<file path="src/sv/hwt_pkg.sv">
// ----------------------------------------------------------------------------
// Hashed timing wheel package
// Shared widths, codes, controller states and the command and status bundles.
// ----------------------------------------------------------------------------
package hwt_pkg;

    localparam int MAX_EVENTS_DEF = 16;
    localparam int ID_MAX         = 16;
    localparam int ID_W           = 4;
    localparam int SLOT_W         = 16;
    localparam int ROUND_W        = 32;
    localparam int DELAY_W        = 24;
    localparam int DIV_W          = 25;
    localparam int CFG_W          = 32;
    localparam int CFG_IDX_W      = 1;

    localparam logic [1:0] FUNC_REG    = 2'd0;
    localparam logic [1:0] FUNC_TICK   = 2'd1;
    localparam logic [1:0] FUNC_CANCEL = 2'd2;

    localparam logic [1:0] KIND_REG    = 2'd0;
    localparam logic [1:0] KIND_FIRE   = 2'd1;
    localparam logic [1:0] KIND_TICK   = 2'd2;
    localparam logic [1:0] KIND_CANCEL = 2'd3;

    localparam logic [2:0] ST_OK       = 3'd0;
    localparam logic [2:0] ST_FULL     = 3'd1;
    localparam logic [2:0] ST_ZERO     = 3'd2;
    localparam logic [2:0] ST_STOP     = 3'd3;
    localparam logic [2:0] ST_INACTIVE = 3'd4;

    localparam logic [CFG_IDX_W-1:0] CFG_SLOTS = 1'b0;
    localparam logic [CFG_IDX_W-1:0] CFG_LIMIT = 1'b1;

    typedef enum logic [2:0] {
        S_IDLE,
        S_DEC,
        S_DIV,
        S_EMIT,
        S_SCAN
    } t_state;

    typedef enum logic [2:0] {
        RP_REG_OK,
        RP_FULL,
        RP_ZERO,
        RP_STOP,
        RP_QUIET,
        RP_CAN_OK,
        RP_CAN_BAD
    } t_reply;

    typedef struct packed {
        logic   latch_in;
        logic   div_start;
        logic   div_tick;
        logic   commit;
        logic   commit_alloc;
        logic   cancel_clr;
        logic   load_mask;
        logic   fire;
        logic   emit_reply;
        t_reply reply;
        logic   advance;
    } t_cmd;

    typedef struct packed {
        logic [1:0] func;
        logic       zero_int;
        logic       full;
        logic       stopped;
        logic       cancel_ok;
        logic       mask_empty;
        logic       scan_repeat;
        logic       div_done;
        logic       out_free;
    } t_sts;

endpackage

</file>
<file path="src/sv/hwt_div.sv">
// ----------------------------------------------------------------------------
// Hashed timing wheel divider
// Restoring divider, one quotient bit per cycle.
// ----------------------------------------------------------------------------
module hwt_div (
    input  logic                        i_clk,
    input  logic                        i_rst_n,
    input  logic                        i_start,
    input  logic [hwt_pkg::DIV_W-1:0]   i_dividend,
    input  logic [hwt_pkg::SLOT_W-1:0]  i_divisor,
    output logic                        o_done,
    output logic [hwt_pkg::DIV_W-1:0]   o_quot,
    output logic [hwt_pkg::SLOT_W-1:0]  o_rem
);
    localparam int DW   = hwt_pkg::DIV_W;
    localparam int SW   = hwt_pkg::SLOT_W;
    localparam int CNTW = $clog2(DW + 1);

    logic            r_busy, n_busy;
    logic            r_done, n_done;
    logic [CNTW-1:0] r_cnt, n_cnt;
    logic [DW-1:0]   r_quot, n_quot;
    logic [SW-1:0]   r_rem, n_rem;
    logic [SW-1:0]   r_div, n_div;
    logic [SW:0]     rem_sh;
    logic [SW:0]     diff;
    logic            ge;

    always_comb begin
        rem_sh = {r_rem, r_quot[DW-1]};
        ge     = rem_sh >= {1'b0, r_div};
        diff   = rem_sh - {1'b0, r_div};
        n_busy = r_busy;
        n_done = 1'b0;
        n_cnt  = r_cnt;
        n_quot = r_quot;
        n_rem  = r_rem;
        n_div  = r_div;
        if (i_start) begin
            n_busy = 1'b1;
            n_cnt  = CNTW'(DW);
            n_quot = i_dividend;
            n_rem  = '0;
            n_div  = i_divisor;
        end else if (r_busy) begin
            n_rem  = ge ? diff[SW-1:0] : rem_sh[SW-1:0];
            n_quot = {r_quot[DW-2:0], ge};
            n_cnt  = r_cnt - 1'b1;
            if (r_cnt == CNTW'(1)) begin
                n_busy = 1'b0;
                n_done = 1'b1;
            end
        end
    end

    always_ff @(posedge i_clk) begin
        if (!i_rst_n) begin
            r_busy <= 1'b0;
            r_done <= 1'b0;
            r_cnt  <= '0;
        end else begin
            r_busy <= n_busy;
            r_done <= n_done;
            r_cnt  <= n_cnt;
        end
        r_quot <= n_quot;
        r_rem  <= n_rem;
        r_div  <= n_div;
    end

    assign o_done = r_done;
    assign o_quot = r_quot;
    assign o_rem  = r_rem;

endmodule

</file>
<file path="src/sv/hwt_datapath.sv">
// ----------------------------------------------------------------------------
// Hashed timing wheel datapath
// Entry table, wheel position, configuration and the result register.
// ----------------------------------------------------------------------------
module hwt_datapath #(
    parameter int ID_COUNT = hwt_pkg::ID_MAX
) (
    input  logic                           i_clk,
    input  logic                           i_rst_n,
    input  hwt_pkg::t_cmd                  i_cmd,
    output hwt_pkg::t_sts                  o_sts,
    input  logic                           i_cfg_we,
    input  logic [hwt_pkg::CFG_IDX_W-1:0]  i_cfg_idx,
    input  logic [hwt_pkg::CFG_W-1:0]      i_cfg_data,
    input  logic [1:0]                     i_func,
    input  logic [hwt_pkg::ID_W-1:0]       i_event_id,
    input  logic [hwt_pkg::DELAY_W-1:0]    i_interval,
    input  logic                           i_recurring,
    output logic                           o_out_valid,
    input  logic                           i_out_stall,
    output logic [1:0]                     o_kind,
    output logic [hwt_pkg::ID_W-1:0]       o_result_id,
    output logic [2:0]                     o_status,
    output logic                           o_last
);
    localparam int IW   = hwt_pkg::ID_W;
    localparam int SW   = hwt_pkg::SLOT_W;
    localparam int RW   = hwt_pkg::ROUND_W;
    localparam int DLW  = hwt_pkg::DELAY_W;
    localparam int DW   = hwt_pkg::DIV_W;
    localparam int IDXW = (ID_COUNT > 1) ? $clog2(ID_COUNT) : 1;

    logic [SW-1:0]       r_slots;
    logic [RW-1:0]       r_limit;
    logic [1:0]          r_func;
    logic [IW-1:0]       r_event_id;
    logic [DLW-1:0]      r_interval;
    logic                r_recurring;
    logic [ID_COUNT-1:0] r_valid;
    logic [ID_COUNT-1:0] r_mask;
    logic                r_repeat [ID_COUNT];
    logic [DLW-1:0]      r_delay  [ID_COUNT];
    logic [SW-1:0]       r_slot   [ID_COUNT];
    logic [RW-1:0]       r_round  [ID_COUNT];
    logic [SW-1:0]       r_cur_slot;
    logic [RW-1:0]       r_cur_round;
    logic [IW-1:0]       r_wr_id;
    logic                r_out_valid;
    logic [1:0]          r_kind;
    logic [IW-1:0]       r_result_id;
    logic [2:0]          r_status;
    logic                r_last;

    logic [SW-1:0]       slot_count;
    logic [IW-1:0]       alloc_id;
    logic [IW-1:0]       scan_id;
    logic [ID_COUNT-1:0] mask_now;
    logic [ID_COUNT-1:0] scan_bit;
    logic [DW-1:0]       dividend;
    logic                div_done;
    logic [DW-1:0]       div_quot;
    logic [SW-1:0]       div_rem;
    logic [SW:0]         slot_inc;
    logic                out_free;
    logic [1:0]          rp_kind;
    logic [IW-1:0]       rp_id;
    logic [2:0]          rp_status;

    assign slot_count = (r_slots == '0) ? SW'(1) : r_slots;
    assign out_free   = !r_out_valid || !i_out_stall;

    always_comb begin
        alloc_id = '0;
        scan_id  = '0;
        for (int i = ID_COUNT - 1; i >= 0; i--) begin
            if (!r_valid[i]) alloc_id = IW'(i);
            if (r_mask[i])   scan_id  = IW'(i);
        end
        for (int i = 0; i < ID_COUNT; i++) begin
            mask_now[i] = r_valid[i] && (r_slot[i] == r_cur_slot) && (r_round[i] <= r_cur_round);
        end
        scan_bit = '0;
        scan_bit[scan_id[IDXW-1:0]] = 1'b1;
    end

    assign dividend = DW'(r_cur_slot) +
                      (i_cmd.div_tick ? DW'(r_delay[scan_id[IDXW-1:0]]) : DW'(r_interval));
    assign slot_inc = {1'b0, r_cur_slot} + 1'b1;

    hwt_div u_div (
        .i_clk      (i_clk),
        .i_rst_n    (i_rst_n),
        .i_start    (i_cmd.div_start),
        .i_dividend (dividend),
        .i_divisor  (slot_count),
        .o_done     (div_done),
        .o_quot     (div_quot),
        .o_rem      (div_rem)
    );

    always_comb begin
        rp_kind   = hwt_pkg::KIND_REG;
        rp_id     = '0;
        rp_status = hwt_pkg::ST_OK;
        unique case (i_cmd.reply)
            hwt_pkg::RP_REG_OK:  rp_id = r_wr_id;
            hwt_pkg::RP_FULL:    rp_status = hwt_pkg::ST_FULL;
            hwt_pkg::RP_ZERO:    rp_status = hwt_pkg::ST_ZERO;
            hwt_pkg::RP_STOP: begin
                rp_kind   = hwt_pkg::KIND_TICK;
                rp_status = hwt_pkg::ST_STOP;
            end
            hwt_pkg::RP_QUIET:   rp_kind = hwt_pkg::KIND_TICK;
            hwt_pkg::RP_CAN_OK: begin
                rp_kind = hwt_pkg::KIND_CANCEL;
                rp_id   = r_event_id;
            end
            hwt_pkg::RP_CAN_BAD: begin
                rp_kind   = hwt_pkg::KIND_CANCEL;
                rp_id     = r_event_id;
                rp_status = hwt_pkg::ST_INACTIVE;
            end
            default: ;
        endcase
    end

    always_comb begin
        o_sts.func        = r_func;
        o_sts.zero_int    = r_interval == '0;
        o_sts.full        = &r_valid;
        o_sts.stopped     = (r_limit != '0) && (r_cur_round >= r_limit);
        o_sts.cancel_ok   = ({1'b0, r_event_id} < (IW + 1)'(ID_COUNT)) &&
                            r_valid[r_event_id[IDXW-1:0]];
        o_sts.mask_empty  = r_mask == '0;
        o_sts.scan_repeat = r_repeat[scan_id[IDXW-1:0]];
        o_sts.div_done    = div_done;
        o_sts.out_free    = out_free;
    end

    // Control state: configuration, valid bits, match mask, wheel position.
    always_ff @(posedge i_clk) begin
        if (!i_rst_n) begin
            r_slots     <= SW'(8);
            r_limit     <= '0;
            r_valid     <= '0;
            r_mask      <= '0;
            r_cur_slot  <= '0;
            r_cur_round <= '0;
            r_out_valid <= 1'b0;
        end else begin
            if (i_cfg_we) begin
                if (i_cfg_idx == hwt_pkg::CFG_SLOTS) r_slots <= i_cfg_data[SW-1:0];
                if (i_cfg_idx == hwt_pkg::CFG_LIMIT) r_limit <= i_cfg_data[RW-1:0];
            end
            if (i_cmd.commit && i_cmd.commit_alloc) r_valid[r_wr_id[IDXW-1:0]] <= 1'b1;
            if (i_cmd.cancel_clr) r_valid[r_event_id[IDXW-1:0]] <= 1'b0;
            if (i_cmd.load_mask) r_mask <= mask_now;
            if (i_cmd.fire) begin
                r_mask <= r_mask & ~scan_bit;
                if (!r_repeat[scan_id[IDXW-1:0]]) r_valid[scan_id[IDXW-1:0]] <= 1'b0;
            end
            if (i_cmd.advance) begin
                if (slot_inc >= {1'b0, slot_count}) begin
                    r_cur_slot  <= '0;
                    r_cur_round <= r_cur_round + 1'b1;
                end else begin
                    r_cur_slot <= slot_inc[SW-1:0];
                end
            end
            if (i_cmd.emit_reply || i_cmd.fire) r_out_valid <= 1'b1;
            else if (!i_out_stall)              r_out_valid <= 1'b0;
        end
    end

    always_ff @(posedge i_clk) begin
        if (i_cmd.latch_in) begin
            r_func      <= i_func;
            r_event_id  <= i_event_id;
            r_interval  <= i_interval;
            r_recurring <= i_recurring;
        end
        if (i_cmd.div_start) r_wr_id <= i_cmd.div_tick ? scan_id : alloc_id;
        if (i_cmd.commit) begin
            r_slot[r_wr_id[IDXW-1:0]]  <= div_rem;
            r_round[r_wr_id[IDXW-1:0]] <= r_cur_round + RW'(div_quot);
            if (i_cmd.commit_alloc) begin
                r_repeat[r_wr_id[IDXW-1:0]] <= r_recurring;
                r_delay[r_wr_id[IDXW-1:0]]  <= r_interval;
            end
        end
        if (i_cmd.emit_reply) begin
            r_kind      <= rp_kind;
            r_result_id <= rp_id;
            r_status    <= rp_status;
            r_last      <= 1'b1;
        end else if (i_cmd.fire) begin
            r_kind      <= hwt_pkg::KIND_FIRE;
            r_result_id <= scan_id;
            r_status    <= hwt_pkg::ST_OK;
            r_last      <= (r_mask & ~scan_bit) == '0;
        end
    end

    assign o_out_valid = r_out_valid;
    assign o_kind      = r_kind;
    assign o_result_id = r_result_id;
    assign o_status    = r_status;
    assign o_last      = r_last;

endmodule

</file>
<file path="src/sv/hwt_ctrl.sv">
// ----------------------------------------------------------------------------
// Hashed timing wheel controller
// Sequences decode, division, entry scan and result emission for one item.
// ----------------------------------------------------------------------------
module hwt_ctrl (
    input  logic           i_clk,
    input  logic           i_rst_n,
    input  logic           i_in_valid,
    output logic           o_in_stall,
    input  hwt_pkg::t_sts  i_sts,
    output hwt_pkg::t_cmd  o_cmd
);
    hwt_pkg::t_state r_state, n_state;
    hwt_pkg::t_reply r_reply, n_reply;
    logic            r_fired, n_fired;

    always_comb begin
        n_state = r_state;
        n_reply = r_reply;
        n_fired = r_fired;
        unique case (r_state)
            hwt_pkg::S_IDLE: if (i_in_valid) n_state = hwt_pkg::S_DEC;
            hwt_pkg::S_DEC: begin
                case (i_sts.func)
                    hwt_pkg::FUNC_REG: begin
                        if (i_sts.zero_int) begin
                            n_reply = hwt_pkg::RP_ZERO;
                            n_state = hwt_pkg::S_EMIT;
                        end else if (i_sts.full) begin
                            n_reply = hwt_pkg::RP_FULL;
                            n_state = hwt_pkg::S_EMIT;
                        end else begin
                            n_state = hwt_pkg::S_DIV;
                        end
                    end
                    hwt_pkg::FUNC_CANCEL: begin
                        n_reply = i_sts.cancel_ok ? hwt_pkg::RP_CAN_OK : hwt_pkg::RP_CAN_BAD;
                        n_state = hwt_pkg::S_EMIT;
                    end
                    hwt_pkg::FUNC_TICK: begin
                        n_fired = 1'b0;
                        if (i_sts.stopped) begin
                            n_reply = hwt_pkg::RP_STOP;
                            n_state = hwt_pkg::S_EMIT;
                        end else begin
                            n_state = hwt_pkg::S_SCAN;
                        end
                    end
                    default: n_state = hwt_pkg::S_IDLE;
                endcase
            end
            hwt_pkg::S_DIV: begin
                if (i_sts.div_done) begin
                    if (i_sts.func == hwt_pkg::FUNC_REG) begin
                        n_reply = hwt_pkg::RP_REG_OK;
                        n_state = hwt_pkg::S_EMIT;
                    end else begin
                        n_state = hwt_pkg::S_SCAN;
                    end
                end
            end
            hwt_pkg::S_EMIT: if (i_sts.out_free) n_state = hwt_pkg::S_IDLE;
            hwt_pkg::S_SCAN: begin
                if (i_sts.mask_empty) begin
                    if (r_fired || i_sts.out_free) n_state = hwt_pkg::S_IDLE;
                end else if (i_sts.out_free) begin
                    n_fired = 1'b1;
                    if (i_sts.scan_repeat) n_state = hwt_pkg::S_DIV;
                end
            end
            default: n_state = hwt_pkg::S_IDLE;
        endcase
    end

    always_comb begin
        o_cmd       = '0;
        o_cmd.reply = (r_state == hwt_pkg::S_SCAN) ? hwt_pkg::RP_QUIET : r_reply;
        o_in_stall  = r_state != hwt_pkg::S_IDLE;
        unique case (r_state)
            hwt_pkg::S_IDLE: o_cmd.latch_in = i_in_valid;
            hwt_pkg::S_DEC: begin
                case (i_sts.func)
                    hwt_pkg::FUNC_REG:    o_cmd.div_start  = !i_sts.zero_int && !i_sts.full;
                    hwt_pkg::FUNC_CANCEL: o_cmd.cancel_clr = i_sts.cancel_ok;
                    hwt_pkg::FUNC_TICK:   o_cmd.load_mask  = !i_sts.stopped;
                    default: ;
                endcase
            end
            hwt_pkg::S_DIV: begin
                o_cmd.commit       = i_sts.div_done;
                o_cmd.commit_alloc = i_sts.func == hwt_pkg::FUNC_REG;
            end
            hwt_pkg::S_EMIT: o_cmd.emit_reply = i_sts.out_free;
            hwt_pkg::S_SCAN: begin
                if (i_sts.mask_empty) begin
                    // The wheel moves only after every due entry is fired and rescheduled.
                    o_cmd.advance    = r_fired || i_sts.out_free;
                    o_cmd.emit_reply = !r_fired && i_sts.out_free;
                end else if (i_sts.out_free) begin
                    o_cmd.fire      = 1'b1;
                    o_cmd.div_start = i_sts.scan_repeat;
                    o_cmd.div_tick  = 1'b1;
                end
            end
            default: ;
        endcase
    end

    always_ff @(posedge i_clk) begin
        if (!i_rst_n) begin
            r_state <= hwt_pkg::S_IDLE;
            r_reply <= hwt_pkg::RP_QUIET;
            r_fired <= 1'b0;
        end else begin
            r_state <= n_state;
            r_reply <= n_reply;
            r_fired <= n_fired;
        end
    end

`ifndef SYNTHESIS
    a_done_in_div: assert property (@(posedge i_clk) disable iff (!i_rst_n)
        i_sts.div_done |-> r_state == hwt_pkg::S_DIV)
        else $error("divider finished outside the divide state");
    a_emit_free: assert property (@(posedge i_clk) disable iff (!i_rst_n)
        (o_cmd.emit_reply || o_cmd.fire) |-> i_sts.out_free)
        else $error("result written while the output register is held");
    a_idle_mask: assert property (@(posedge i_clk) disable iff (!i_rst_n)
        r_state == hwt_pkg::S_IDLE |-> i_sts.mask_empty)
        else $error("due entries left behind after a tick");
    a_div_wait: assert property (@(posedge i_clk) disable iff (!i_rst_n)
        o_cmd.div_start |=> r_state == hwt_pkg::S_DIV)
        else $error("division started without waiting for it");
`endif

endmodule

</file>
<file path="src/sv/hashed_timing_wheel_top.sv">
// Flow: a cancel, a rejected register or a stopped tick is decoded and its result written to
// the output register; an accepted register first goes through the restoring divider, which
// places the entry. A tick scans the due entries and fires them one by one, and divides each
// recurring event again to reschedule it. One item is worked at a time; the next is taken once
// the last result is in the output register. Output stalls hold up the emit and scan states.
// Synchronous active-low reset clears all entries and the wheel.
// ----------------------------------------------------------------------------
// Hashed timing wheel top level
// Event table on a slotted wheel with register, cancel and tick operations.
// ----------------------------------------------------------------------------
module hashed_timing_wheel_top #(
    parameter int MAX_EVENTS = hwt_pkg::MAX_EVENTS_DEF
) (
    input  logic                           i_clk,
    input  logic                           i_rst_n,
    input  logic                           i_cfg_we,
    input  logic [hwt_pkg::CFG_IDX_W-1:0]  i_cfg_idx,
    input  logic [hwt_pkg::CFG_W-1:0]      i_cfg_data,
    input  logic                           i_in_valid,
    output logic                           o_in_stall,
    input  logic [1:0]                     i_func,
    input  logic [hwt_pkg::ID_W-1:0]       i_event_id,
    input  logic [hwt_pkg::DELAY_W-1:0]    i_interval,
    input  logic                           i_recurring,
    output logic                           o_out_valid,
    input  logic                           i_out_stall,
    output logic [1:0]                     o_kind,
    output logic [hwt_pkg::ID_W-1:0]       o_result_id,
    output logic [2:0]                     o_status,
    output logic                           o_last
);
    localparam int ID_COUNT = (MAX_EVENTS < hwt_pkg::ID_MAX) ? MAX_EVENTS : hwt_pkg::ID_MAX;

    hwt_pkg::t_cmd cmd;
    hwt_pkg::t_sts sts;

    hwt_ctrl u_ctrl (
        .i_clk      (i_clk),
        .i_rst_n    (i_rst_n),
        .i_in_valid (i_in_valid),
        .o_in_stall (o_in_stall),
        .i_sts      (sts),
        .o_cmd      (cmd)
    );

    hwt_datapath #(
        .ID_COUNT (ID_COUNT)
    ) u_dp (
        .i_clk       (i_clk),
        .i_rst_n     (i_rst_n),
        .i_cmd       (cmd),
        .o_sts       (sts),
        .i_cfg_we    (i_cfg_we),
        .i_cfg_idx   (i_cfg_idx),
        .i_cfg_data  (i_cfg_data),
        .i_func      (i_func),
        .i_event_id  (i_event_id),
        .i_interval  (i_interval),
        .i_recurring (i_recurring),
        .o_out_valid (o_out_valid),
        .i_out_stall (i_out_stall),
        .o_kind      (o_kind),
        .o_result_id (o_result_id),
        .o_status    (o_status),
        .o_last      (o_last)
    );

endmodule
</file>
<file path="config.mk">
export PLATFORM = sky130hd
export DESIGN_NAME = hashed_timing_wheel_top
export DESIGN_NICKNAME = d
export VERILOG_FILES = /design/src/sv/hwt_pkg.sv /design/src/sv/hwt_div.sv /design/src/sv/hwt_datapath.sv /design/src/sv/hwt_ctrl.sv /design/src/sv/hashed_timing_wheel_top.sv
export SDC_FILE = /design/constraint.sdc
export NUM_CORES = 2
export LEC_CHECK = 0
export BUFFER_PORTS_ARGS = -buffer_cell sky130_fd_sc_hd__clkbuf_2
export CAP_MARGIN = 20
export CORE_MARGIN = 1
export CORE_UTILIZATION = 60
export CTS_CLUSTER_SIZE = 12
export DETAILED_ROUTE_END_ITERATION = 7
export GPL_ROUTABILITY_DRIVEN = 0
export PLACE_DENSITY = 0.76
export SLEW_MARGIN = 20
export SYNTH_ARGS = -nofsm -noshare
export SYNTH_HDL_FRONTEND = slang
export SYNTH_SLANG_ARGS = --single-unit
</file>
<file path="constraint.sdc">
create_clock -name i_clk -period 6.9 [get_ports i_clk]
set_input_delay 0.69 -clock i_clk [delete_from_list [all_inputs] [get_ports i_clk]]
set_output_delay 0.69 -clock i_clk [all_outputs]
set_load 0.05 [all_outputs]
</file>
==> results.py <==
metrics = {
    "status": {
        "status": "finished clean",
    },
    "critical_path": {
        "critical_path_class": "reg -> reg",
        "worstSetupStartpoint": "u_dp.r_mask[5]",
        "critical_path.top_delay_family": "compound AO/OA/AOI/OAI gates",
        "critPathCapture": "u_dp.u_div.o_quot[19]",
        "cp_slowest_cell": "o41ai_1",
        "reg2reg_depth": 22,
        "max_stage_delay_ps": 600,
        "r2r_slack_ps": 360,
        "start_kind": "register",
        "cp_cell_sequence": "nor2b_1 > a2111oi_1 > o31a_1 > or3_2 > buf_12 > o22ai_1 > a31oi_1 > o22ai_1 > o31ai_1 > ha_1 > nand3_1 > o211ai_1 > o41ai_1 > o311ai_0 > o211ai_1 > nor2_1 > a2111oi_1 > buf_4 > nor2_1 > nand3_1 > xor2_1 > mux2_2",
        "cp_max_fo": 65,
        "end_kind": "register",
        "path_depth": 22,
        "crit_required_ps": 7430,
        "r2r-start": "u_dp.r_mask[5]",
        "r2r_end": "u_dp.u_div.o_quot[19]",
        "worst-path-buf-inv": 2,
        "critPathArrivalTime_ps": 7070,
    },
    "floorplan": {
        "num_rows": 122,
        "start_util_pct": 60.8,
        "die_area_um2": 114000,
        "pin_count": 81,
        "die_w_um": 337,
        "dieHeight_um": 337,
        "coreArea_um2": 111000,
    },
    "global_routing": {
        "grt_usage_pct": 34.6,
        "grt_pass1_vias": 45300,
        "antenna_found_initial": 7,
        "grt_pass1_wl_um": 286000,
        "grt_max_degree": 92,
        "grt.overflow.total": 0,
    },
    "sta": {
        "fmax_ghz": 0.153,
        "rsz0062_at_grt": "no",
        "fin_crit_ps": 6540,
        "final-hold-violation-count": 0,
        "skew_ps": 44.2,
        "setup_viol": 0,
        "drv_slew": 0,
        "setup_slack_ps": 364,
        "fin_crit_sh_pct": 94.7,
        "tightest_slew_ps": 1330,
        "slew_headroom_pct": 10.2,
        "holdWs_ps": 74.7,
        "tns_ps": 0,
    },
    "logic_synthesis": {
        "yosysSeqAreaShare_pct": 60.5,
        "muxShareOfSynthArea_pct": 0.522,
        "synth_adder_area_share_pct": 11.7,
        "synth_edf_count": 1253,
        "synth_fp_nets": 5892,
        "synth.distinct_cells": 102,
        "synth_compound_area_share_pct": 10.9,
        "synth-simple-area-share_pct": 9.55,
        "synthArstFlopShare_pct": 0,
        "ys_ff_latch": 1413,
        "avgSynthCellArea_um2": 13.0,
        "synth_ff_type": "edfxtp_1",
        "yosysWarnings": 0,
        "synth_xor_area_share_pct": 4.80,
        "synth_top_family_by_area": "adder cells",
        "syn_area_um2": 67500,
        "synthCells": 5194,
    },
    "power": {
        "peakVddDrop_mv": 0.446,
        "total_power_mw": 19.1,
        "seqPwrFrac_pct": 52.8,
        "swShare_pct": 24.5,
        "p_leak_nw": 26.3,
        "internal-power_mw": 14.5,
        "power.density_nw_per_um2": 254,
        "switchingPower_mw": 4.69,
        "p_comb_share_pct": 6.8,
        "pwr-share-clk_pct": 40.5,
    },
    "clock_tree": {
        "clock_latency_ps": 790,
        "clock_sinks": 1413,
        "cts_buffer_depth": 3,
        "cts_max_level": 4,
        "cts_tree": "yes",
        "postCtsSetupBuffers": 0,
        "cts_hold_buf": 0,
        "ctsRootBufferMaster": "clkbuf_16",
        "cts_buffers": 148,
        "ctsResizeCount": 0,
        "cts.clk_slew.worst_paths_ps": 60,
    },
    "layout": {
        "num-fill-cells": 7771,
        "fin_nets": 6082,
        "syn2layout_area_growth_pct": 11.5,
        "final_common_cell": "edfxtp_1",
        "drive_above_1_share_pct": 9.76,
        "mostFrequentLayoutCells": "edfxtp_1, ha_1, nand2_1",
    },
    "drt": {
        "vias": 46300,
        "routed_wl_um": 197000,
        "ant_nets": 0,
        "wl_per_cell_um": 28.2,
        "drc": 0,
        "first_pass_iters": 7,
        "avgViaCountPerCell": 6.63,
        "drtIter0Drc": 5952,
    },
    "placement": {
        "dpl.hpwl_um": 126000,
        "port-buffer-count": 80,
        "post-place-ws_ps": 539,
    },
    "flow_run": {
        "drv_cap": 0,
    },
    "worst_hold_path": {
        "hp-class": "in -> reg",
    },
}
## final cells by class
| type | instances | area (µm²) | area share (%) |
|---|---|---|---|
| diodes | 2 | 5.00 | 0.00665 |
| clock buffers | 213 | 4090 | 5.43 |
| clock inverters | 43 | 588 | 0.781 |
| inverters | 157 | 591 | 0.785 |
| multi-input cells | 3442 | 25800 | 34.2 |
| flip-flops and latches | 1413 | 40800 | 54.2 |
| well taps | 1488 | 1860 | 2.47 |
| repair buffers | 222 | 1560 | 2.07 |
## logic make-up (layout without fill, tap and decap cells)
logic type      count (synthesis)  count (layout)
mux                            28              28
simple gates                 1295            1295
buf+inv                       340             635
other cells                     0               2
xor+xnor                      370             370
flops                        1413            1413
fa+ha+maj                     629             629
compound gates               1119            1120
## layer usage
layer,global-route usage [%],wire length (µm),up-vias
li1,-,-,20200
met1,45.3,73300,22500
met2,53.3,88100,2945
met3,7.61,23300,597
met4,20.0,12000,6
met5,0,38,-
## flip-flops by register name, indices dropped and copies added, names as in the netlist, 5 cells and up
name               count
u_dp.r_slot          256
u_dp.u_div.r_div      16
u_dp.r_repeat         16
u_dp.u_div.r_cnt       5
u_dp.u_div.o_rem      16
u_dp.r_limit          32
u_dp.r_delay         384
u_dp.r_mask           16
u_dp.r_valid          16
u_dp.r_interval       24
u_dp.r_slots          16
u_dp.r_cur_slot       16
u_dp.u_div.o_quot     25
u_dp.r_round         512
u_dp.r_cur_round      32
## cell usage after synthesis (57+ instances only)
master    number  area share (%)
ha_1         626              12
nand4_1      202             1.9
o21a_1        81            0.90
a21o_1       183             2.0
nand2_1      411             2.3
nand3_1       81            0.60
edfxtp_1    1253              56
xnor2_1      308             4.0
clkbuf_1     116            0.64
o22ai_1      132             1.2
o21ai_0      149             1.1
inv_1        154            0.86
nor2_1       246             1.4
nor2b_1       69            0.64
dfxtp_1      160             4.7
nand2b_1      57            0.53
a21oi_1      256             1.9
xor2_1        62            0.80
nor4_1        63            0.58
a31oi_1       79            0.73
## worst register-to-register path, cell delays in order, from the launching register on
cell       delay [ps]
dfxtp_1           560
nor2b_1           120
a2111oi_1         520
o31a_1            310
or3_2             540
buf_12            410
o22ai_1           180
a31oi_1           200
o22ai_1           110
o31ai_1           340
ha_1              360
nand3_1           100
o211ai_1          120
o41ai_1           600
o311ai_0          290
o211ai_1          240
nor2_1             90
a2111oi_1         430
buf_4             210
nor2_1             80
nand3_1           140
xor2_1             70
mux2_2            270
## through the flow
step                area, µm²  cells  util (%)
finish                  75300   6980      67.7
detailed placement      70500   6719      63.5
global route            75300   6978      67.7
CTS                     75200   6975      67.7
global placement        70500   6718      63.4
floorplan               67500   5194         -
## power by group through the flow
stage / logic [mW] / registers, mW / clock network, mW
after floorplan: 0.710 / 10.1 / 0
after global placement: 1.23 / 10.3 / 0
after detailed placement: 1.26 / 10.3 / 0
after CTS: 1.27 / 10.1 / 7.77
after global routing: 1.38 / 10.1 / 8.06
final: 1.29 / 10.1 / 7.74
## worst min-delay path by stage
stage	to	slack [ps]	start	depth (start not counted)
2_1_floorplan	u_dp.r_slots[0]	440	u_dp.r_slots[0]	2
3_3_place_gp	u_dp.r_limit[18]	460	u_dp.r_limit[18]	2
3_5_place_dp	u_dp.r_limit[15]	470	u_dp.r_limit[15]	2
4_1_cts	u_dp.r_interval[16]	40	i_interval[16]	1
5_1_grt	u_dp.r_interval[22]	60	i_interval[22]	1
6_report	u_dp.r_interval[22]	70	i_interval[22]	1
No activity file was read; power rests on OpenSTA's default activity.
